<file path="src/design/cses_pkg.sv">
// Shared types, widths and constants of the calibrated strip energy sum block.
// Depends on nothing; the front, back, emitter and top level files import it.
`timescale 1ns / 1ps
`default_nettype none

package cses_pkg;

    // Field widths of the item, result and configuration channels.
    localparam int CHAN_W    = 7;
    localparam int COUNT_W   = 16;
    localparam int GAIN_W    = 20;
    localparam int OFFS_W    = 20;
    localparam int CFG_W     = 20;
    localparam int SUM_W     = 31;
    localparam int GIDX_W    = 3;
    localparam int CFG_IDX_W = 2;

    // Number of distinct channel codes the channel field can carry.
    localparam int CHAN_CODES = 1 << CHAN_W;

    // Datapath widths: count*gain is Q.24, dropping 8 bits gives Q.16.
    localparam int PROD_W   = COUNT_W + GAIN_W;
    localparam int FRAC_CUT = 8;
    localparam int ESUM_W   = PROD_W - FRAC_CUT + 2;
    localparam int ENERGY_W = ESUM_W - 1;

    // Default sizing.
    localparam int DEF_NUM_CHANNELS     = 128;
    localparam int DEF_STRIPS_PER_GROUP = 16;

    // Queue depths between the parts.
    localparam int OPQ_DEPTH  = 4;
    localparam int RESQ_DEPTH = 2;

    // Register reset values: 0.5 MeV and 8 MeV in Q4.16.
    localparam logic [CFG_W-1:0] THRESHOLD_RESET   = CFG_W'(32768);
    localparam logic [CFG_W-1:0] WINDOW_HIGH_RESET = CFG_W'(524288);

    // Register indexes of the configuration port.
    localparam logic [CFG_IDX_W-1:0] REG_THRESHOLD   = CFG_IDX_W'(0);
    localparam logic [CFG_IDX_W-1:0] REG_WINDOW_HIGH = CFG_IDX_W'(1);

    // Command codes of an input item.
    localparam logic CMD_LOAD   = 1'b0;
    localparam logic CMD_SAMPLE = 1'b1;

    // Kind of work handed from the front part to the back part.
    typedef enum logic [1:0] {
        OP_LOAD,
        OP_SAMPLE,
        OP_END
    } op_kind_t;

    typedef struct packed {
        op_kind_t                  kind;
        logic [CHAN_W-1:0]         channel;
        logic [COUNT_W-1:0]        adc_count;
        logic [GAIN_W-1:0]         gain_word;
        logic signed [OFFS_W-1:0]  offset_word;
        logic                      event_end;
    } op_t;

    typedef struct packed {
        logic [GIDX_W-1:0] group_index;
        logic [SUM_W-1:0]  energy_sum;
        logic              in_window;
        logic              pair_in_window;
        logic              last_of_run;
    } result_t;

    // Window test: strictly above the threshold and strictly below the upper bound.
    function automatic logic in_win(input logic [SUM_W-1:0] sum,
                                    input logic [CFG_W-1:0] thr,
                                    input logic [CFG_W-1:0] hi);
        logic above_thr;
        logic below_hi;
        above_thr = sum > {{(SUM_W-CFG_W){1'b0}}, thr};
        below_hi  = sum < {{(SUM_W-CFG_W){1'b0}}, hi};
        return above_thr && below_hi;
    endfunction

endpackage

`default_nettype wire

</file>
<file path="src/design/cses_queue.sv">
// Small first-in first-out queue of registers used between the parts of the block.
// Depends on nothing but its parameters.
`timescale 1ns / 1ps
`default_nettype none

module cses_queue #(
    parameter int WIDTH = 8,
    parameter int DEPTH = 4
) (
    input  logic             clk,
    input  logic             rst_n,
    input  logic             push,
    input  logic [WIDTH-1:0] wdata,
    output logic             full,
    input  logic             pop,
    output logic [WIDTH-1:0] rdata,
    output logic             empty
);

    localparam int AW = (DEPTH > 1) ? $clog2(DEPTH) : 1;
    localparam int CW = $clog2(DEPTH + 1);

    logic [WIDTH-1:0] slot_reg [DEPTH];
    logic [AW-1:0]    wr_ptr_reg;
    logic [AW-1:0]    wr_ptr_next;
    logic [AW-1:0]    rd_ptr_reg;
    logic [AW-1:0]    rd_ptr_next;
    logic [CW-1:0]    count_reg;
    logic [CW-1:0]    count_next;
    logic             do_push;
    logic             do_pop;

    assign full    = (count_reg == CW'(DEPTH));
    assign empty   = (count_reg == '0);
    assign do_push = push && !full;
    assign do_pop  = pop && !empty;
    assign rdata   = slot_reg[rd_ptr_reg];

    // Pointer and fill count updates.
    always_comb
    begin
        wr_ptr_next = wr_ptr_reg;
        rd_ptr_next = rd_ptr_reg;
        count_next  = count_reg;
        if (do_push)
        begin
            wr_ptr_next = (wr_ptr_reg == AW'(DEPTH - 1)) ? '0 : wr_ptr_reg + 1'b1;
        end
        if (do_pop)
        begin
            rd_ptr_next = (rd_ptr_reg == AW'(DEPTH - 1)) ? '0 : rd_ptr_reg + 1'b1;
        end
        if (do_push && !do_pop)
        begin
            count_next = count_reg + 1'b1;
        end
        else if (do_pop && !do_push)
        begin
            count_next = count_reg - 1'b1;
        end
    end

    always_ff @(posedge clk or negedge rst_n)
    begin
        if (!rst_n)
        begin
            wr_ptr_reg <= '0;
            rd_ptr_reg <= '0;
            count_reg  <= '0;
        end
        else
        begin
            wr_ptr_reg <= wr_ptr_next;
            rd_ptr_reg <= rd_ptr_next;
            count_reg  <= count_next;
        end
    end

    // Storage slots hold payload only.
    always_ff @(posedge clk)
    begin
        if (do_push)
        begin
            slot_reg[wr_ptr_reg] <= wdata;
        end
    end

endmodule

`default_nettype wire

</file>
<file path="src/design/cses_emit.sv">
// Emitter: snapshots group sums at an event end; sends one result per cycle unless its queue is full.
// Depends on cses_pkg and cses_queue, which buffers the results.
`timescale 1ns / 1ps
`default_nettype none

module cses_emit
    import cses_pkg::*;
#(
    parameter int NUM_GROUPS = DEF_NUM_CHANNELS / DEF_STRIPS_PER_GROUP
) (
    input  logic                                  clk,
    input  logic                                  rst_n,
    input  logic                                  capture,
    input  logic [NUM_GROUPS-1:0][SUM_W-1:0]      sums,
    output logic                                  busy,
    input  logic [CFG_W-1:0]                      thr,
    input  logic [CFG_W-1:0]                      win_high,
    input  logic                                  res_pop,
    output logic                                  res_empty,
    output result_t                               res_data
);

    localparam int GW = (NUM_GROUPS > 1) ? $clog2(NUM_GROUPS) : 1;
    localparam int RW = $clog2(NUM_GROUPS + 1);

    // One spare slot at the end reads as zero when the last group shifts in.
    logic [SUM_W-1:0] snap_reg [NUM_GROUPS+1];
    logic [RW-1:0]    rem_reg;
    logic [GW-1:0]    idx_reg;
    logic             prev_win_reg;
    logic             res_full;
    logic             res_push;
    logic             win0;
    logic             win1;
    result_t          res_next;

    assign busy     = (rem_reg != '0);
    assign res_push = busy && !res_full;
    assign win0     = in_win(snap_reg[0], thr, win_high);
    assign win1     = in_win(snap_reg[1], thr, win_high);

    // Result fields of the group at the head of the snapshot.
    always_comb
    begin
        res_next.group_index    = GIDX_W'(idx_reg);
        res_next.energy_sum     = snap_reg[0];
        res_next.in_window      = win0;
        res_next.pair_in_window = win0 && (idx_reg[0] ? prev_win_reg
                                                      : ((rem_reg > RW'(1)) && win1));
        res_next.last_of_run    = (rem_reg == RW'(1));
    end

    // Sweep control.
    always_ff @(posedge clk or negedge rst_n)
    begin
        if (!rst_n)
        begin
            rem_reg      <= '0;
            idx_reg      <= '0;
            prev_win_reg <= 1'b0;
        end
        else if (capture)
        begin
            rem_reg <= RW'(NUM_GROUPS);
            idx_reg <= '0;
        end
        else if (res_push)
        begin
            rem_reg      <= rem_reg - 1'b1;
            idx_reg      <= idx_reg + 1'b1;
            prev_win_reg <= win0;
        end
    end

    // Snapshot shift line.
    always_ff @(posedge clk)
    begin
        snap_reg[NUM_GROUPS] <= '0;
        for (int i = 0; i < NUM_GROUPS; i++)
        begin
            if (capture)
            begin
                snap_reg[i] <= sums[i];
            end
            else if (res_push)
            begin
                snap_reg[i] <= snap_reg[i+1];
            end
        end
    end

    cses_queue #(
        .WIDTH ($bits(result_t)),
        .DEPTH (RESQ_DEPTH)
    ) u_res_queue (
        .clk   (clk),
        .rst_n (rst_n),
        .push  (res_push),
        .wdata (res_next),
        .full  (res_full),
        .pop   (res_pop),
        .rdata (res_data),
        .empty (res_empty)
    );

endmodule

`default_nettype wire

</file>
<file path="config.mk">
export PLATFORM = sky130hd
export DESIGN_NAME = cses_emit
export DESIGN_NICKNAME = d
export VERILOG_FILES = /design/src/design/cses_pkg.sv /design/src/design/cses_queue.sv /design/src/design/cses_emit.sv
export SDC_FILE = /design/constraint.sdc
export NUM_CORES = 1
export LEC_CHECK = 0
export ABC_AREA = 1
export ABC_CLOCK_PERIOD_IN_PS = 16800
export BUFFER_PORTS_ARGS = -buffer_cell sky130_fd_sc_hd__buf_2
export CORE_UTILIZATION = 25
export CTS_BUF_LIST = sky130_fd_sc_hd__clkbuf_4
export DETAILED_ROUTE_END_ITERATION = 12
export GPL_TIMING_DRIVEN = 0
export HOLD_SLACK_MARGIN = 0.03
export PLACE_DENSITY = 0.48
export SETUP_SLACK_MARGIN = 0.2
export SLEW_MARGIN = 20
export SYNTH_ARGS = -nofsm -noshare
export SYNTH_HDL_FRONTEND = slang
export SYNTH_SLANG_ARGS = --single-unit
export TNS_END_PERCENT = 10
</file>
<file path="constraint.sdc">
create_clock -name clk -period 16.8 [get_ports clk]
set_input_delay 3.36 -clock clk [delete_from_list [all_inputs] [get_ports clk]]
set_output_delay 3.36 -clock clk [all_outputs]
set_load 0.01 [all_outputs]
</file>
-- After elaboration in Yosys (flattened, before gate mapping)
Memories as Yosys holds them, arrays and structs flattened.
Index checks and enable logic that the tools add are counted.
Widths: inputs -> output; s select.
- memories: 2
- output and inout bits: 39
- bits of input ports: 292
- word-level logic and storage cells: 72
- bits in registers: 12
- bits in writable memories: 353
- add/sub/neg operators: 6
- multiplexer cells: 24
- bitwise logic cells: 9
- order comparisons: 5
- reductions and logical operators: 18
- eq/ne operators: 2
- memory list (memory ; words ; width ; rd ports ; clocked after memory_dff ; write ports ; RTL line ; source):
    snap_reg ; 9 ; 31 ; 9 ; 0 ; 9 ; cses_emit.sv:27 ; logic [SUM_W-1:0] snap_reg [NUM_GROUPS+1];
    u_res_queue.slot_reg ; 2 ; 37 ; 1 ; 0 ; 1 ; cses_queue.sv:23 ; logic [WIDTH-1:0] slot_reg [DEPTH];
- operators by type and width (cell ; count):
    $mux 31 ; 8
    $gt 31x20->1 ; 2
    $lt 31x20->1 ; 2
    $mux 1 ; 10
    $logic_and 1x1->1 ; 9
    $mux 4 ; 2
    $or 1x1->1 ; 8
    $mux 3 ; 2
    $eq 4x1->1 const B ; 1
    $gt 4x1->1 const B ; 1
    $logic_not 1->1 ; 4
    $mux 2 ; 2
    $reduce_bool 2->1 ; 2
    $reduce_bool 4->1 ; 1
    $sub 4x1->4 const B ; 1
    $add 3x1->3 const B ; 1
    $add 1x1->1 const B ; 2
    $add 2x1->2 const B ; 1
    $eq 2x2->1 const B ; 1
    $logic_not 2->1 ; 1
    $reduce_and 2->1 ; 1
    $sub 2x1->2 const B ; 1
    $not 1->1 ; 1

-- Logic depth before layout (Yosys ltp)
Gate-level depths: netlist of the first run.
- depth after elaboration: 8
- gate-level depth with buffers: 13
- depth with buffers taken out: 13

-- Modules after synthesis
A second synthesis of the first run with hierarchy kept.
- cell total of the unflattened synthesis: 1639
- area, all modules: 15944.0 µm²
- by module, submodules not included (module ; times used ; cells each ; sequential area each (µm²) ; area an instance (µm²)):
    cses_emit ; 1 ; 1414 ; 7647.3 ; 13001.2
    cses_queue ; 1 ; 225 ; 2322.2 ; 2942.8

-- Worst setup path before layout of the first run
No wires, ideal clock.
- path kind: input -> register
- start: input capture
- end: memory snap_reg[0][0] (enable)
- arrival: 7.546 ns
- stages on the path: 2
- library setup time: 1.932 ns
- path slack: 7.322 ns
- path buffers: 0
- required time: 14.868 ns
- cells stage by stage: inv_1 -> nand2_1
- RTL lines (what ; RTL line ; source):
    from (decl) ; cses_emit.sv:13 ; input logic capture,
    to (decl) ; cses_emit.sv:27 ;

==> results of run 1 <==
-- power groups by stage --
stage | logic, mW | clock network, mW | registers [mW]
floorplan | 0.756 | 0 | 1.69
global placement | 1.15 | 0 | 1.79
detailed placement | 1.21 | 0 | 1.71
CTS | 1.22 | 0.774 | 1.70
global route | 1.36 | 0.813 | 1.74
finish | 1.17 | 0.735 | 1.69
-- per-stage QoR --
| stage | cell area [um^2] | power, mW | setup WS [ns] | utilization | std cells |
|---|---|---|---|---|---|
| 2_1_floorplan | 15900 | 2.44 | 7.32 | - | 1635 |
| 3_3_place_gp | 18600 | 2.94 | 4.24 | 0.295 | 2811 |
| 3_5_place_dp | 18800 | 2.93 | 11.45 | 0.298 | 2817 |
| 4_1_cts | 20000 | 3.69 | 10.63 | 0.317 | 2989 |
| 5_1_grt | 20000 | 3.91 | 10.54 | 0.317 | 2992 |
| 6_report | 20000 | 3.60 | 10.87 | 0.317 | 2993 |
-- metal layers --
layer / wire, um / vias to the layer above / share of wire / GRT usage
met5: 183 / - / 0.0039 / 0
met3: 3210 / 106 / 0.068 / 0.0458
met2: 23300 / 319 / 0.50 / 0.254
met1: 19200 / 5387 / 0.41 / 0.169
li1: - / 6249 / - / -
met4: 955 / 28 / 0.020 / 0.0544
-- Yosys cell counts, types with 7 or more instances --
library cell	number
edfxtp_1	322
o21ai_0	23
nand2_1	886
buf_6	8
buf_2	32
inv_1	121
nand4_1	7
clkbuf_1	11
nor2_1	47
ha_1	82
dfrtp_1	12
nand3_1	15
a21oi_1	34
nor3_1	10
-- path summary, 6_finish.rpt --
check	from	to	slack, ns
max	u_res_queue.rd_ptr_reg	res_data[19]	10.87
min	snap_reg[0][0]	u_res_queue.slot_reg[1][3]	0.48
max reg2reg	rem_reg[0]	snap_reg[0][127]	14.25
min reg2reg	snap_reg[0][0]	u_res_queue.slot_reg[1][3]	0.48
max in group asynchronous	rst_n	idx_reg[1]	14.13
min in group asynchronous	rst_n	prev_win_reg	2.41
-- cells by family (layout without fill, tap and decap cells) --
family,count (synthesis),after routing
other cells,0,4
xor+xnor,3,3
compound gates,62,62
buf+inv,181,689
flops,334,334
fa+ha+maj,82,82
simple gates,973,973
-- worst reg2reg max path, cell delays in order, from the launching register on --
cell     delay (ns)
dfrtp_1        0.36
inv_1          0.08
ha_1           0.23
nand2_2        0.15
o21ai_4        0.17
nand2_4        0.50
buf_16         0.35
buf_16         0.32
-- cell type report --
cell class,count,area share
sequential,334,0.499
multi-input combinational,1120,0.257
timing repair buffer,336,0.0903
tap,846,0.0530
clock buffer,125,0.0470
inverter,122,0.0229
buffer,59,0.0172
clock inverter,47,0.0123
antenna,4,0.000501
==> metrics, run 1 <==
Largest register FFs 248; commonest non-fill, non-tap cell in the layout nand2_1; via density per instance 4.04; initial core utilization 0.252; syn_nets 2009; max_cap viols 0; main area contributors after synthesis edfxtp_1 (61%), nand2_1 (21%), ha_1 (6.5%); First-pass DRT Iterations 5; crit path capture type output port; WP data arrival 2.57 ns; chip width 254 um; Layout fillers 6705; status completed; family with the most delay on the worst path buffers and inverters; TNS Setup 0 ns; maximum vdd drop 0.0710 mV; slew margin rel. 0.610; fraction of registers with async set/reset 0.0359; gr usage total 0.147; Synth Area in Compound Gates 0.0207; gp weighted congestion 0.825; Yosys cell types 27; synthesized-area fraction occupied by and/or/nand/nor cells 0.235; Layout area overhead 25.7%; Hold WC Path Type reg -> reg; fin. max-slew vios 0; hold buffer count at cts 0; Final Routed Wirelength 46.9 mm; initial DRC count 516; Worst path slowest cell clkbuf_1; total core area 63000 um^2; largest family of logic cells by synthesized area simple AND/OR/NAND/NOR gates; area leader, netlist edfxtp_1; share of the synthesized area in the top cell type 0.609; EDFF count, synth 322; Rows 92; Worst path depth 6; Die Area 64600 um^2; crit start category flop; # H-tree levels 3; area of the mapped netlist 15900 um^2; Top FF cell, synth edfxtp_1; Routed wire per std cell 15.7 um; Critical Path Max Stage Delay 0.46 ns; fin nets 2442; first-pass GRT wire length 69.8 mm; Comb power frac 0.326; min cycle time layout 5.93 ns; DIE HEIGHT 254 um; hold slack final 0.480 ns; pwr dens 180 nW/um^2; Reg power frac 0.470; sw frac 0.370; CP max FO 10; # resized after CTS 0; CTS sink cnt 334; number of global-route vias before repair 12377; reg2reg path depth 7; CP required 13.44 ns; clk buf depth 3; Synth Area in Adders 0.0646; largest net degree at the start of global routing 58; Synth Area in XOR/XNOR 0.00165; Layout Skew 0.0435 ns; area occupied by registers 9970 um^2; P_int 2.27 mW; DRC Markers 0; Num CTS Buffers 95; Final ANT Viol Nets 0; Mapped Cells 1635; footprint of the multi-input gates 5140 um^2; post-DP HPWL 36.9 mm; GR Overflow Total 0; Clock Pin Slew Worst Setup and Hold Paths 0.06 ns; # IOs 331; postcts setup bufs 0; post-synthesis mux area share 0; Hold Vio Cnt, Final 0; CTS tree done; Pleak 9.86 nW; Crit Path Class reg -> out; Clk pwr share 0.204; Port-buffer cells 330; vias 12089; worst-path cell chain inv_1, clkbuf_1, clkbuf_1, nand2_1, nand2_1, buf_2; Avg Cell Area, Syn 9.72 um^2; initial antenna violation count 24; most frequent cells in the layout nand2_1 (885), buf_2 (362), edfxtp_1 (322); proportion of layout cells with a drive suffix above 1 0.251; RSZ-0062 raised after global routing false; number of synthesized register bits 334; Slew @ Worst Pin 0.584 ns; Max Clk Rate 169 MHz; Worst Hold Depth 0; clock latency on the worst-skew pair 0.84 ns; Worst Path Buf+Inv 4; setup violators final 0; CTS root buffer clkbuf_4; sw power 1.33 mW; Ys Warns 0; register area share after synthesis 0.628; fin crit share 0.353
Note: power is estimated with default switching activity, not from simulation.
==> run 2, diff against run 1 <==
- ABC_CLOCK_PERIOD_IN_PS: 16800 -> 5350
- PLACE_DENSITY: 0.48 -> 0.49
- clock period: 16.8 -> 5.35 ns (I/O delays scaled with it)
==> metrics, run 2 (synthesized netlist as in run 1, its figures left out) <==
placed cells 2816 (was 2817); gr usage total 0.146 (was 0.147); Clock Pin Slew Worst Setup and Hold Paths 0.07 ns (was 0.06 ns); P_int 7.26 mW (was 2.27 mW); status completed (unchanged); CTS sink cnt 334 (unchanged); clk buf depth 3 (unchanged); WP data arrival 2.55 ns (was 2.57 ns); Largest register FFs 248 (unchanged); fin cells 2992 (was 2993); Routed wire per std cell 15.9 um (was 15.7 um); pwr dens 572 nW/um^2 (was 180 nW/um^2); GR Overflow Total 0 (unchanged); # H-tree levels 3 (unchanged); Max Clk Rate 277 MHz; Layout area overhead 26.0% (was 25.7%); # resized after CTS 0 (unchanged); Pleak 9.88 nW (was 9.86 nW); # IOs 331 (unchanged); initial antenna violation count 23 (was 24); sw frac 0.365 (was 0.370); postcts setup bufs 0 (unchanged); initial core utilization 0.252 (unchanged); CTS root buffer clkbuf_4 (unchanged); first-pass GRT wire length 69.4 mm (was 69.8 mm); area occupied by registers 9970 um^2 (unchanged); Comb power frac 0.323 (was 0.326); chip width 254 um (unchanged); total core area 63000 um^2 (unchanged); Slew @ Worst Pin 0.575 ns (was 0.584 ns); CP required 4.28 ns (was 13.44 ns); crit start category flop (unchanged); Crit Path Class reg -> out (unchanged); min cycle time layout 3.62 ns; Final Routed Wirelength 47.5 mm (was 46.9 mm); total power 11.4 mW (was 3.60 mW); CTS tree done (unchanged); commonest non-fill, non-tap cell in the layout nand2_1 (unchanged); Worst path slowest cell clkbuf_1 (unchanged); Layout fillers 6712 (was 6705); most frequent cells in the layout nand2_1 (885), buf_2 (362), edfxtp_1 (322) (unchanged); Hold Vio Cnt, Final 0 (unchanged); DIE HEIGHT 254 um (unchanged); maximum vdd drop 0.204 mV (was 0.0710 mV); Die Area 64600 um^2 (unchanged); vias 12227 (was 12089); clock latency on the worst-skew pair 0.82 ns (was 0.84 ns); gp weighted congestion 0.841 (was 0.825); slew margin rel. 0.617 (was 0.610); post-DP HPWL 36.9 mm (about the same); fin. max-slew vios 0 (unchanged); TNS Setup 0 ns (unchanged); fin nets 2442 (unchanged); Rows 92 (unchanged); Worst Path Buf+Inv 4 (unchanged); setup violators final 0 (unchanged); First-pass DRT Iterations 4 (was 5); family with the most delay on the worst path buffers and inverters (unchanged); worst-path cell chain inv_1, clkbuf_1, clkbuf_1, nand2_1, nand2_1, buf_2 (unchanged); max_cap viols 0 (unchanged); Critical Path Max Stage Delay 0.48 ns (was 0.46 ns); via density per instance 4.09 (was 4.04); largest net degree at the start of global routing 81 (was 58); Hold WC Path Type reg -> reg (unchanged); Final Core Density 0.318 (was 0.317); DRC Markers 0 (unchanged); Port-buffer cells 330 (unchanged); initial DRC count 488 (was 516); number of global-route vias before repair 12369 (was 12377); Num CTS Buffers 95 (unchanged); crit path capture type output port (unchanged); Reg power frac 0.463 (was 0.470); CP max FO 10 (unchanged); RSZ-0062 raised after global routing false (unchanged); proportion of layout cells with a drive suffix above 1 0.252 (was 0.251); fin crit share 0.676; Final ANT Viol Nets 0 (unchanged); footprint of the multi-input gates 5140 um^2 (about the same); Clk pwr share 0.213 (was 0.204); sw power 4.18 mW (was 1.33 mW); Layout Skew 0.0432 ns (was 0.0435 ns)
-- run 2: timing repair --
item                       in CTS  in global routing
hold buffers                    1                  0
setup endpoints to repair       0                  0
hold endpoints to repair        1                  0
-- run 2: area by class of cell --
cell class / count / share of cell area
flip-flops and latches: 334 / 0.498
multi-input cells: 1120 / 0.257
repair buffers: 336 / 0.0892
clock buffers: 142 / 0.0533
well taps: 846 / 0.0529
inverters: 122 / 0.0229
plain buffers: 59 / 0.0172
clock inverters: 28 / 0.00857
diodes: 5 / 0.000625
-- run 2: final timing paths --
kind	cells past startpoint	slack, ns	from	end
max	6	1.73	u_res_queue.rd_ptr_reg	res_data[18]
min	0	0.48	snap_reg[0][0]	u_res_queue.slot_reg[1][3]
max reg2reg	10	3.01	rem_reg[0]	snap_reg[0][19]
min reg2reg	0	0.48	snap_reg[0][0]	u_res_queue.slot_reg[1][3]
max in group asynchronous	2	4.41	rst_n	rem_reg[0]
min in group asynchronous	2	0.70	rst_n	u_res_queue.rd_ptr_reg
-- run 2: through the flow --
stage               setup slack [ns]  hold WS (ns)  instance area, um^2
global route                    1.46         0.427                20000
detailed placement              2.26         0.457                18700
CTS                             1.48         0.354                20000
finish                          1.73         0.485                20000
floorplan                      0.733         0.445                15900
global placement               -1.06         0.460                18600
-- run 2: power groups by stage --
stage                     Sequential (mW)  Clock [mW]  Combinational, mW
after floorplan                      5.22           0               2.37
after global placement               5.51           0               3.63
after detailed placement             5.38           0               3.83
after CTS                            5.33        2.57               3.85
after global routing                 5.46        2.67               4.28
final                                5.30        2.44               3.70
-- run 2: per-layer routing --
metal	wire [um]	GRT usage	up-vias
met5	205	0	-
met4	1290	0.0606	30
met3	3260	0.0448	111
met2	23100	0.249	350
met1	19600	0.169	5508
li1	-	-	6228
