<file path="config.mk">
export PLATFORM = sky130hd
export DESIGN_NAME = cses_queue
export DESIGN_NICKNAME = d
export VERILOG_FILES = /design/src/design/cses_queue.sv
export SDC_FILE = /design/constraint.sdc
export NUM_CORES = 1
export LEC_CHECK = 0
export ABC_AREA = 0
export BUFFER_PORTS_ARGS = -buffer_cell sky130_fd_sc_hd__buf_2
export CORE_MARGIN = 2
export CORE_UTILIZATION = 47
export DETAILED_ROUTE_END_ITERATION = 10
export HOLD_SLACK_MARGIN = 0.1
export PLACE_DENSITY = 0.67
export SYNTH_ARGS = -nofsm -noshare
export SYNTH_HDL_FRONTEND = slang
export SYNTH_SLANG_ARGS = --single-unit
export TNS_END_PERCENT = 30
</file>
<file path="constraint.sdc">
create_clock -name clk -period 2.2 [get_ports clk]
set_clock_uncertainty 0.15 [all_clocks]
set_input_delay 0.44 -clock clk [delete_from_list [all_inputs] [get_ports clk]]
set_output_delay 0.44 -clock clk [all_outputs]
set_load 0.05 [all_outputs]
</file>
<file path="src/design/cses_queue.sv">
// Small first-in first-out queue of registers used between the parts of the block.
// Depends on nothing but its parameters.
`timescale 1ns / 1ps
`default_nettype none

module cses_queue #(
    parameter int WIDTH = 8,
    parameter int DEPTH = 4
) (
    input  logic             clk,
    input  logic             rst_n,
    input  logic             push,
    input  logic [WIDTH-1:0] wdata,
    output logic             full,
    input  logic             pop,
    output logic [WIDTH-1:0] rdata,
    output logic             empty
);

    localparam int AW = (DEPTH > 1) ? $clog2(DEPTH) : 1;
    localparam int CW = $clog2(DEPTH + 1);

    logic [WIDTH-1:0] slot_reg [DEPTH];
    logic [AW-1:0]    wr_ptr_reg;
    logic [AW-1:0]    wr_ptr_next;
    logic [AW-1:0]    rd_ptr_reg;
    logic [AW-1:0]    rd_ptr_next;
    logic [CW-1:0]    count_reg;
    logic [CW-1:0]    count_next;
    logic             do_push;
    logic             do_pop;

    assign full    = (count_reg == CW'(DEPTH));
    assign empty   = (count_reg == '0);
    assign do_push = push && !full;
    assign do_pop  = pop && !empty;
    assign rdata   = slot_reg[rd_ptr_reg];

    // Pointer and fill count updates.
    always_comb
    begin
        wr_ptr_next = wr_ptr_reg;
        rd_ptr_next = rd_ptr_reg;
        count_next  = count_reg;
        if (do_push)
        begin
            wr_ptr_next = (wr_ptr_reg == AW'(DEPTH - 1)) ? '0 : wr_ptr_reg + 1'b1;
        end
        if (do_pop)
        begin
            rd_ptr_next = (rd_ptr_reg == AW'(DEPTH - 1)) ? '0 : rd_ptr_reg + 1'b1;
        end
        if (do_push && !do_pop)
        begin
            count_next = count_reg + 1'b1;
        end
        else if (do_pop && !do_push)
        begin
            count_next = count_reg - 1'b1;
        end
    end

    always_ff @(posedge clk or negedge rst_n)
    begin
        if (!rst_n)
        begin
            wr_ptr_reg <= '0;
            rd_ptr_reg <= '0;
            count_reg  <= '0;
        end
        else
        begin
            wr_ptr_reg <= wr_ptr_next;
            rd_ptr_reg <= rd_ptr_next;
            count_reg  <= count_next;
        end
    end

    // Storage slots hold payload only.
    always_ff @(posedge clk)
    begin
        if (do_push)
        begin
            slot_reg[wr_ptr_reg] <= wdata;
        end
    end

endmodule

`default_nettype wire

</file>
# After elaboration in Yosys (flattened, before gate mapping)
# Memory sizes are Yosys's and may differ from the RTL's.
# Index checks and enable logic that the tools add are counted.
totals:
  regBits: 7
  mem_bits_rw: 32
  output_inout_bits: 10
  elab_cells: 27
  memories: 1
memory_table:
  columns: ["memory", "words", "word_bits", "rd", "rd_ports_with_merged_regs", "wr", "line", "source"]
  rows:
  - ["slot_reg", 4, 8, 1, 0, 1, "23", "logic [WIDTH-1:0] slot_reg [DEPTH];"]
op_classes:
  add_sub_neg: 4
  eq_ne: 3
  n_mux: 6
  reduce_logical: 10
ops:
  columns: ["cell", "n"]
  rows:
  - ["3-bit two-way mux", 2]
  - ["2-bit by 1-bit adder with 2-bit output (second input constant)", 2]
  - ["2-bit equality test (second input constant)", 2]
  - ["1-bit logical AND", 4]
  - ["1-bit zero test", 4]
  - ["2-bit two-way mux", 2]
  - ["3-bit by 1-bit adder with 3-bit output (second input constant)", 1]
  - ["3-bit equality test (second input constant)", 1]
  - ["3-bit zero test", 1]
  - ["3-bit by 1-bit subtractor with 3-bit output (second input constant)", 1]
  - ["1-bit two-way mux", 2]
  - ["2-bit nonzero test", 1]

# Logic depth before layout (Yosys ltp)
# Gate-level depths: netlist of run 1.
logic_depth:
  depth_word: 7
  depth_mapped: 9
  ltp_nobuf: 8

# Least setup slack after synthesis of run 1
# OpenSTA, ideal clock, no wires.
synth_path:
  path_type: "reg2reg"
  start: "reg count_reg[0]"
  end: "reg count_reg[2]"
  t_arrival_ns: 2.912
  setup_slack_ns: -0.941
  path_stages_with_launch: 9
  synth_period_minus_slack_ns: 3.141
  path_cell_list: "dfrtp_1 -> nor3_1 -> nand2b_4 -> ha_1 -> inv_1 -> fa_1 -> xor2_1 -> nor2_1 -> xor2_1"
synth_between:
  elab_chain_len: 6
  elab_cells_between_ends: 15
  cone_classes: "2 x add/sub; 1 x eq/ne; 2 x mux; 10 x reduce/logical"
synth_rtl:
  columns: ["item", "line", "source"]
  rows:
  - ["start, declared", "28", "logic [CW-1:0] count_reg;"]
  - ["start signal, assigned", "75", "count_reg <= count_next;"]
  - ["3-bit zero test (*)", "34", "assign empty = (count_reg == '0);"]
  - ["net empty", "17", "output logic empty"]
  - ["1-bit zero test (*)", "36", "assign do_pop = pop && !empty;"]
  - ["1-bit logical AND (*)", "36", null]
  - ["1-bit zero test", "53", "if (do_push && !do_pop)"]
  - ["1-bit logical AND", "53", null]
  - ["3-bit two-way mux / 2-bit nonzero test (equally long branches)", null, null]
# Mark *: on every way through the listed nets, which the timed path passes. The rest lies on a longest branch. The select of a mux whose other input is x is not followed.
# A chain may end at the register's enable or synchronous reset.

# Final worst setup path of run 1
layout_path:
  start: "reg rd_ptr_reg[0]"
  end: "out rdata[0]"
layout_between:
  elab_chain_len: 1
layout_rtl:
  columns: ["item", "line", "source"]
  rows:
  - ["start, declared", "26", "logic [AW-1:0] rd_ptr_reg;"]
  - ["start signal, assigned", "74", "rd_ptr_reg <= rd_ptr_next;"]
  - ["memory read 4 x 8 bit", null, null]
  - ["end, declared", "16", "output logic [WIDTH-1:0] rdata,"]
# Every way passes these cells.

==> impl_metrics.yaml, run 1 <==
synth:
  synth_compound_area_frac: 0
  synth-seq-area-share: 0.701
  synthCells: 79
  syn_nets: 98
  avgSynthCellArea_um2: 20.5
  synth_top_family_by_area: "multiplexers"
  syn_area_mm2: 0.00162
  synthSimpleGateAreaFrac: 0.0541
  ys_ff_latch: 39
  yosysWarnings: 0
  synthXorXnorAreaFrac: 0.0162
  synth_cell_types: 19
  synth_mux_area_frac: 0.151
  synthAdderAreaFrac: 0.0587
route:
  wl_per_cell_um: 15.4
  drc_errors: 0
  wirelength_um: 2410
  vias_per_cell: 4.99
  vias: 779
  drtAntennaViolNets: 0
  drt_iter0_drc: 31
  drt-pass1-iter-count: 4
cells_and_area:
  final_cells: 156
  nets: 128
  drive_gt1_frac: 0.500
  num_antenna_cells: 0
  largest_reg_flops: 32
  syn2layout_area_growth_pct: 19.8
clock_tree:
  root_buffer: "clkbuf_4"
  cts_tree: "yes"
  cts.clk_slew.worst_paths_ns: 0.10
  postCtsSetupRepairBufs: 0
  cts.sinks: 39
  clockBufferDepth: 2
  cts_buffers: 5
  htreeDepth: 2
  clk_latency_ns: 0.33
setup_path:
  worst-endpoint-required_ns: 1.61
  rr_endpoint: "count_reg[2]"
  path_common_cell: "buf_6"
  startpoint: "rd_ptr_reg[0]"
  critPathCaptureType: "output pin"
  crit_chain: "buf_6, mux4_2, buf_6"
  r2r_setup_slack_ns: 0.20
  slowest_delay_ns: 0.52
  slowest_stage: "mux4_2"
  rr_worst_depth: 8
  crit_path_max_fanout: 6
  cp-start-kind: "flip-flop"
  critPathTopFamily: "multiplexers"
  timing.rr.start: "count_reg[0]"
  path_buf_inv: 2
  worstPathArrival_ns: 1.57
  path_class: "reg2out"
global_route:
  grt_use_met3: 0.0541
  grt_max_degree: 12
  track_usage: 0.134
  grtUsageMet2: 0.204
  grt_pass1_vias: 777
  antenna_found_initial: 0
  overflow: 0
  grt_pass1_wl_um: 3800
  busiest_layer: "met2"
  grtUsageMet1: 0.171
die:
  start_util: 0.489
  core_area_mm2: 0.00331
  die_h_um: 62.7
  io_pins: 22
  rows: 21
  die_width_um: 62.7
  dieArea_mm2: 0.00393
place:
  port_buffers: 21
  routabilityCongestion: 0.759
  dp.cells: 147
  hpwl_um: 1720
run:
  cap_viol_max_count: 0
sta:
  max_freq_mhz: 463
  fin_crit_ns: 2.16
  rsz0062_at_grt: "yes"
  holdWs_ns: 0.169
  max-slew-margin-rel: 0.716
  finalHoldViolCount: 0
  setup_tns_ns: 0
  drv_slew: 0
  setup_violations: 0
  fin_crit_sh: 0.981
  tightest_slew_ns: 0.427
worst_hold_path:
  hp-class: "in2reg"
  holdPathStages: 1
  holdPathEnd: "slot_reg[0][5]"
  min_from: "wdata[5]"
status:
  status: "finished clean"
power_and_ir_drop:
  irDropWorstVdd_v: 0.000579
  power_density_mw_per_mm2: 1480
  power.total_mw: 2.88
  leakage_nw: 0.730
## power by group
group / total, mW / switching (mW) / internal (mW) / leakage, nW
clock: 0.363 / 0.210 / 0.153 / 0.0329
sequential: 1.15 / 0.152 / 1.00 / 0.374
combinational: 1.36 / 0.748 / 0.614 / 0.323
total: 2.88 / 1.11 / 1.77 / 0.730
## kinds of logic (layout without fill, tap and decap cells)
group                      Yosys count  in the layout
DFF                                 39             39
adders and majority gates            7              7
xor gates and xnor gates             3              3
muxes                               13             13
and+or+nand+nor                     11             11
buffers and inverters                6             37
## how the worst max path moves through the flow
stage / endpoint / depth (start not counted)
4_1_cts: rdata[7] / 3
2_1_floorplan: count_reg[1] / 7
6_report: rdata[0] / 3
3_3_place_gp: count_reg[2] / 8
3_5_place_dp: count_reg[2] / 8
5_1_grt: rdata[0] / 3
## layout by cell type, fill, tap and decap left out, types with 3 or more instances in the layout
| master | n |
|---|---|
| dfrtp_1 | 6 |
| clkbuf_4 | 5 |
| buf_4 | 3 |
| mux4_2 | 8 |
| ha_1 | 5 |
| buf_6 | 9 |
| mux2_2 | 3 |
| buf_2 | 13 |
| nor2_1 | 3 |
| edfxtp_1 | 32 |
| and2_2 | 4 |
## metal layers
layer,wire (um),share of wire
met5,0,0
met2,1250,0.52
met1,1020,0.42
met3,90,0.037
met4,45,0.019
## area by class of cell
class | count | area [um^2]
clock inverter | 1 | 3.75
inverter | 3 | 11.3
sequential | 39 | 1140
timing repair buffer | 26 | 199
tap | 46 | 57.6
fill | 265 | 1370
clock buffer | 7 | 55.1
multi-input combinational | 34 | 477
## synth_stat cells
master    count  area, um^2
mux4_2        8         180
and2_2        4        30.0
inv_1         3        11.3
ha_1          6        75.1
buf_6         1        11.3
nor2b_2       1        8.76
buf_1         1        3.75
mux2_2        3        33.8
xor2_1        2        17.5
edfxtp_1     32         961
fa_1          1        20.0
nor3_1        1        5.00
nor3b_4       1        18.8
buf_2         1        5.00
mux2_4        2        30.0
xnor2_1       1        8.76
dfrtp_1       7         175
nand2b_4      1        13.8
nor2_1        3        11.3
## worst reg2reg max path: stages (launching register included)
cell,delay (ns)
dfrtp_2,0.48
nor3_4,0.20
nand2b_4,0.18
ha_4,0.14
inv_2,0.03
fa_1,0.36
xor2_1,0.15
nor2_1,0.11
xor2_1,0.14
## through the flow
stage	instance area [um^2]	setup WS [ns]	utilization
floorplan	1650	-0.146	-
CTS	1920	-0.000944	0.579
global route	1940	-0.0388	0.586
detailed placement	1820	0.189	0.549
finish	1940	0.0419	0.586
global placement	1820	0.224	0.549
## what timing repair did
item	4_1_cts	5_1_grt
gates resized for setup	10	9
gates cloned	0	0
hold buffers	1	0
setup endpoints to repair	5	8
hold endpoints to repair	7	0
No activity file was read; power rests on OpenSTA's default activity.
==> inputs of run 2 (changes only) <==
==> constraint.sdc (replaced) <==
create_clock -name clk -period 2.2 [get_ports clk]
set_clock_uncertainty 0.15 [all_clocks]
set_input_delay 0 -clock clk [delete_from_list [all_inputs] [get_ports clk]]
set_output_delay 0 -clock clk [all_outputs]
set_load 0.05 [all_outputs]
==> run 2 against run 1 <==
Core utilization grew 2.9 points. Hold slack gained 0.093 ns. Critical endpoint is now count_reg[2]. First-iteration DRC count shrank 9.7%. Sequential power grew 3%. Setup slack gained 0.11 ns. Non-clock buffer count grew 10. Flip-flop and latch count is the same.
==> impl_metrics.yaml, run 2 (synthesized netlist as in run 1, its figures left out) <==
global_route:
  grt_max_degree: 13
  antenna_found_initial: 0
  grt_pass1_vias: 932
  grt_pass1_wl_um: 4350
  overflow: 0
  track_usage: 0.155
setup_path:
  critPathCapture: "count_reg[2]"
  r2r_setup_slack_ns: 0.15
  path_class: "reg2reg"
  timing.rr.start: "count_reg[0]"
  rr_worst_depth: 8
  worstPathArrival_ns: 2.16
  cp-start-kind: "flip-flop"
  worst-endpoint-required_ns: 2.31
  crit_path_max_fanout: 4
  rr_endpoint: "count_reg[2]"
  startpoint: "count_reg[0]"
  critPathCaptureType: "flip-flop"
route:
  wl_per_cell_um: 16.0
  drt_iter0_drc: 28
  vias: 816
  drc_errors: 0
  vias_per_cell: 4.92
  drtAntennaViolNets: 0
  wirelength_um: 2650
  drt-pass1-iter-count: 4
power_and_ir_drop:
  leakage_nw: 0.777
  irDropWorstVdd_v: 0.000876
  power.total_mw: 2.96
  power_density_mw_per_mm2: 1450
die:
  start_util: 0.489
  core_area_mm2: 0.00331
  dieArea_mm2: 0.00393
  die_width_um: 62.7
  rows: 21
  io_pins: 22
  die_h_um: 62.7
clock_tree:
  cts_buffers: 5
  root_buffer: "clkbuf_4"
  cts_tree: "yes"
  cts.sinks: 39
  clk_latency_ns: 0.33
  htreeDepth: 2
  cts.clk_slew.worst_paths_ns: 0.11
  clockBufferDepth: 2
cells_and_area:
  layout_commonest_cell: "edfxtp_1"
  num_antenna_cells: 0
  fillers: 272
  syn2layout_area_growth_pct: 25.7
  stdcell_area_mm2: 0.00204
  largest_reg_flops: 32
  drive_gt1_frac: 0.458
  layout_common_cells: "edfxtp_1 (32), buf_2 (21), dlygate4sd3_1 (12)"
  nets: 138
sta:
  max_freq_mhz: 487
  finalHoldViolCount: 0
  setup_violations: 0
  drv_slew: 0
  max-slew-margin-rel: 0.601
  setup_tns_ns: 0
  fin_crit_ns: 2.05
  tightest_slew_ns: 0.599
  fin_crit_sh: 0.933
place:
  placed_cell_area_mm2: 0.00180
  hpwl_um: 1680
  routabilityCongestion: 0.831
  port_buffers: 21
worst_hold_path:
  holdPathStages: 2
  hp-class: "in2reg"
run:
  cap_viol_max_count: 0
status:
  status: "finished clean"
==> run 2: cell types whose count changed in the layout (fill, tap and decap cells not counted) <==
cell           previous run  this run
buf_2                    13        21
buf_6                     9         0
bufinv_16                 0         2
clkbuf_8                  1         0
clkinv_1                  1         0
dlygate4sd3_1             1        12
nor2b_2                   1         0
nor2b_4                   0         1
==> run 2: power by group <==
group / internal [mW] / switching [mW] / total, mW
Combinational: 0.495 / 0.699 / 1.19
Sequential: 1.00 / 0.191 / 1.19
Clock: 0.355 / 0.219 / 0.574
==> run 2: routing by layer <==
layer / vias up / GRT usage / part of all wire
li1: 379 / - / -
met4: 0 / 0.106 / 0.039
met1: 405 / 0.162 / 0.39
met3: 12 / 0.0486 / 0.039
met2: 20 / 0.266 / 0.54
met5: - / 0 / 0
==> run 2: stage by stage <==
| step | util | hold WS (ns) | std cells | setup slack [ns] |
|---|---|---|---|---|
| 2_1_floorplan | - | -0.446 | 79 | -0.146 |
| 3_3_place_gp | 0.542 | -0.306 | 144 | 0.210 |
| 3_5_place_dp | 0.542 | -0.302 | 144 | 0.151 |
| 4_1_cts | 0.609 | 0.247 | 164 | 0.0953 |
| 5_1_grt | 0.615 | 0.258 | 166 | -0.000888 |
| 6_report | 0.615 | 0.261 | 166 | 0.148 |
==> run 2: worst min-delay path by stage <==
| stage | start | to | slack, ns |
|---|---|---|---|
| 2_1_floorplan | rst_n | count_reg[0] | -0.45 |
| 3_3_place_gp | rst_n | count_reg[1] | -0.31 |
| 3_5_place_dp | rst_n | count_reg[1] | -0.30 |
| 4_1_cts | wdata[2] | slot_reg[3][2] | 0.25 |
| 5_1_grt | wdata[6] | slot_reg[2][6] | 0.26 |
| 6_report | wdata[3] | slot_reg[1][3] | 0.26 |
==> run 2: timing repair <==
| item | 4_1_cts | 5_1_grt |
|---|---|---|
| buffers inserted | 0 | 2 |
| resized for setup | 0 | 1 |
| hold buffers | 12 | 0 |
| hold endpoints to repair | 44 | 0 |
| setup endpoints to repair | 0 | 1 |
==> run 2: layout make-up <==
cell class,count,area [um^2],area share
clock buffer,6,41.3,0.0203
timing repair buffer,36,248,0.122
multi-input combinational,34,482,0.236
sequential,39,1140,0.558
clock inverter,2,60.1,0.0295
inverter,3,11.3,0.00553
tap,46,57.6,0.0283
==> run 2: worst max-delay path: stages (launching register included) <==
cell      delay (ns)
dfrtp_2         0.49
nor3_4          0.19
nand2b_4        0.17
ha_4            0.14
inv_2           0.04
fa_1            0.38
xor2_1          0.15
nor2_1          0.12
xor2_1          0.16
==> inputs of run 3 (changes only) <==
==> constraint.sdc (replaced) <==
create_clock -name clk -period 1.9 [get_ports clk]
set_clock_uncertainty 0.15 [all_clocks]
set_input_delay 0 -clock clk [delete_from_list [all_inputs] [get_ports clk]]
set_output_delay 0 -clock clk [all_outputs]
set_load 0.05 [all_outputs]
==> run 3 against run 2 <==
The run now ends with setup timing left. Global-route usage increased by 0.20 points. Design area grew 2.2%. Die area unchanged. Highest routed layer unchanged.
==> impl_metrics.yaml, run 3 (synthesized netlist as in run 1, its figures left out) <==
worst_hold_path:
  min_from: "wdata[3]"
  holdPathEnd: "slot_reg[1][3]"
  hp-class: "in2reg"
  holdPathStages: 2
clock_tree:
  root_buffer: "clkbuf_4"
  cts.clk_slew.worst_paths_ns: 0.12
  cts_tree: "yes"
  cts.sinks: 39
  cts_buffers: 5
  htreeDepth: 2
  clk_latency_ns: 0.34
  clockBufferDepth: 2
cells_and_area:
  fillers: 256
  syn2layout_area_growth_pct: 28.4
  num_antenna_cells: 0
  nets: 143
  final_cells: 171
  largest_reg_flops: 32
  multi_input_area_um2: 479
  layout_commonest_cell: "edfxtp_1"
  seqCellArea_mm2: 0.00114
  layout_common_cells: "edfxtp_1 (32), buf_2 (21), dlygate4sd3_1 (12)"
  drive_gt1_frac: 0.512
place:
  dp.cells: 149
  routabilityCongestion: 0.730
  hpwl_um: 1870
  pre_cts_slack_ns: -0.0911
  port_buffers: 21
power_and_ir_drop:
  combPwrFrac: 0.413
  leakage_nw: 0.793
  irDropWorstVdd_v: 0.000833
  p_seq_frac: 0.393
  internal_power_mw: 2.19
  clock_power_share: 0.194
  switching_power_mw: 1.30
  power_density_mw_per_mm2: 1680
  switching_share: 0.373
sta:
  tightest_slew_ns: 0.426
  finalHoldViolCount: 0
  setup_violations: 2
  setup_ws_ns: -0.0525
  drv_slew: 0
  rsz0062_at_grt: "yes"
  max_freq_mhz: 512
  fin_crit_ns: 1.95
  holdWs_ns: 0.248
  max-slew-margin-rel: 0.716
  fin_crit_sh: 1.03
route:
  drt-pass1-iter-count: 4
  vias: 831
  vias_per_cell: 4.86
  drc_errors: 0
  drtAntennaViolNets: 0
  wl_per_cell_um: 15.7
  wirelength_um: 2680
  drt_iter0_drc: 12
die:
  die_width_um: 62.7
  io_pins: 22
  start_util: 0.489
  rows: 21
  core_area_mm2: 0.00331
  dieArea_mm2: 0.00393
  die_h_um: 62.7
setup_path:
  critPathCaptureType: "flip-flop"
  slowest_delay_ns: 0.46
  rr_endpoint: "count_reg[2]"
  crit_chain: "nor3_4, nand2b_4, ha_4, inv_2, fa_2, xor2_1, nor2_1, xor2_1"
  worst-endpoint-required_ns: 2.03
  worstPathArrival_ns: 2.08
  critPathTopFamily: "simple AND/OR/NAND/NOR gates"
  cp-start-kind: "flip-flop"
  r2r_setup_slack_ns: -0.05
  rr_worst_depth: 8
  slowest_stage: "dfrtp_2"
  path_common_cell: "xor2_1"
  path_class: "reg2reg"
  path_buf_inv: 1
  crit_path_max_fanout: 3
  timing.rr.start: "count_reg[0]"
global_route:
  grt_pass1_wl_um: 4420
  grt_pass1_vias: 908
  grt_max_degree: 14
  overflow: 0
  antenna_found_initial: 0
  track_usage: 0.157
status:
  status: "finished, violations left"
  violations: "setup timing"
run:
  cap_viol_max_count: 0
[run 3: metrics by stage]
stage / instance area (um^2) / total power, mW / TNS, ns / util
after floorplan: 1650 / 2.46 / -0.874 / -
after global placement: 1830 / 2.76 / 0 / 0.554
after detailed placement: 1830 / 2.81 / -0.101 / 0.554
after CTS: 2080 / 3.55 / -0.0856 / 0.628
after global routing: 2080 / 3.71 / -0.229 / 0.628
final: 2080 / 3.50 / -0.0695 / 0.628
[run 3: what timing repair did]
action,CTS,global route
setup endpoints to repair,10,10
resized for setup,3,1
hold buffers,12,0
setup buffers,2,0
endpoints found under the hold margin,44,0
[run 3: final cells by class]
class                           instances  share of cell area
Clock buffer                            5              0.0180
Clock inverter                          3              0.0325
Inverter                                3             0.00541
Multi-Input combinational cell         34               0.230
Sequential cell                        39               0.549
Tap cell                               46              0.0277
Timing Repair Buffer                   41               0.137
[run 3: worst max path at each step]
| stage | from | end | slack, ns | cells after the start |
|---|---|---|---|---|
| 2_1_floorplan | count_reg[0] | count_reg[1] | -0.45 | 7 |
| 3_5_place_dp | count_reg[2] | count_reg[2] | -0.09 | 8 |
| 4_1_cts | count_reg[2] | count_reg[2] | -0.06 | 8 |
| 3_3_place_gp | count_reg[2] | count_reg[2] | 0.004 | 8 |
| 6_report | count_reg[0] | count_reg[2] | -0.05 | 8 |
| 5_1_grt | count_reg[0] | count_reg[2] | -0.15 | 8 |
[run 3: power groups by stage]
stage / registers, mW / clock network, mW / logic (mW)
after floorplan: 1.28 / 0 / 1.17
after global placement: 1.38 / 0 / 1.38
after detailed placement: 1.40 / 0 / 1.41
after CTS: 1.38 / 0.701 / 1.47
after global routing: 1.41 / 0.737 / 1.56
final: 1.37 / 0.678 / 1.45
[run 3: metal layers]
| metal | part of all wire | vias to the layer above | wire length, um | GRT usage |
|---|---|---|---|---|
| met5 | 0 | - | 0 | 0 |
| met4 | 0.022 | 0 | 59 | 0.0667 |
| met3 | 0.032 | 6 | 86 | 0.0541 |
| met2 | 0.54 | 14 | 1450 | 0.269 |
| met1 | 0.40 | 423 | 1090 | 0.179 |
| li1 | - | 388 | - | - |
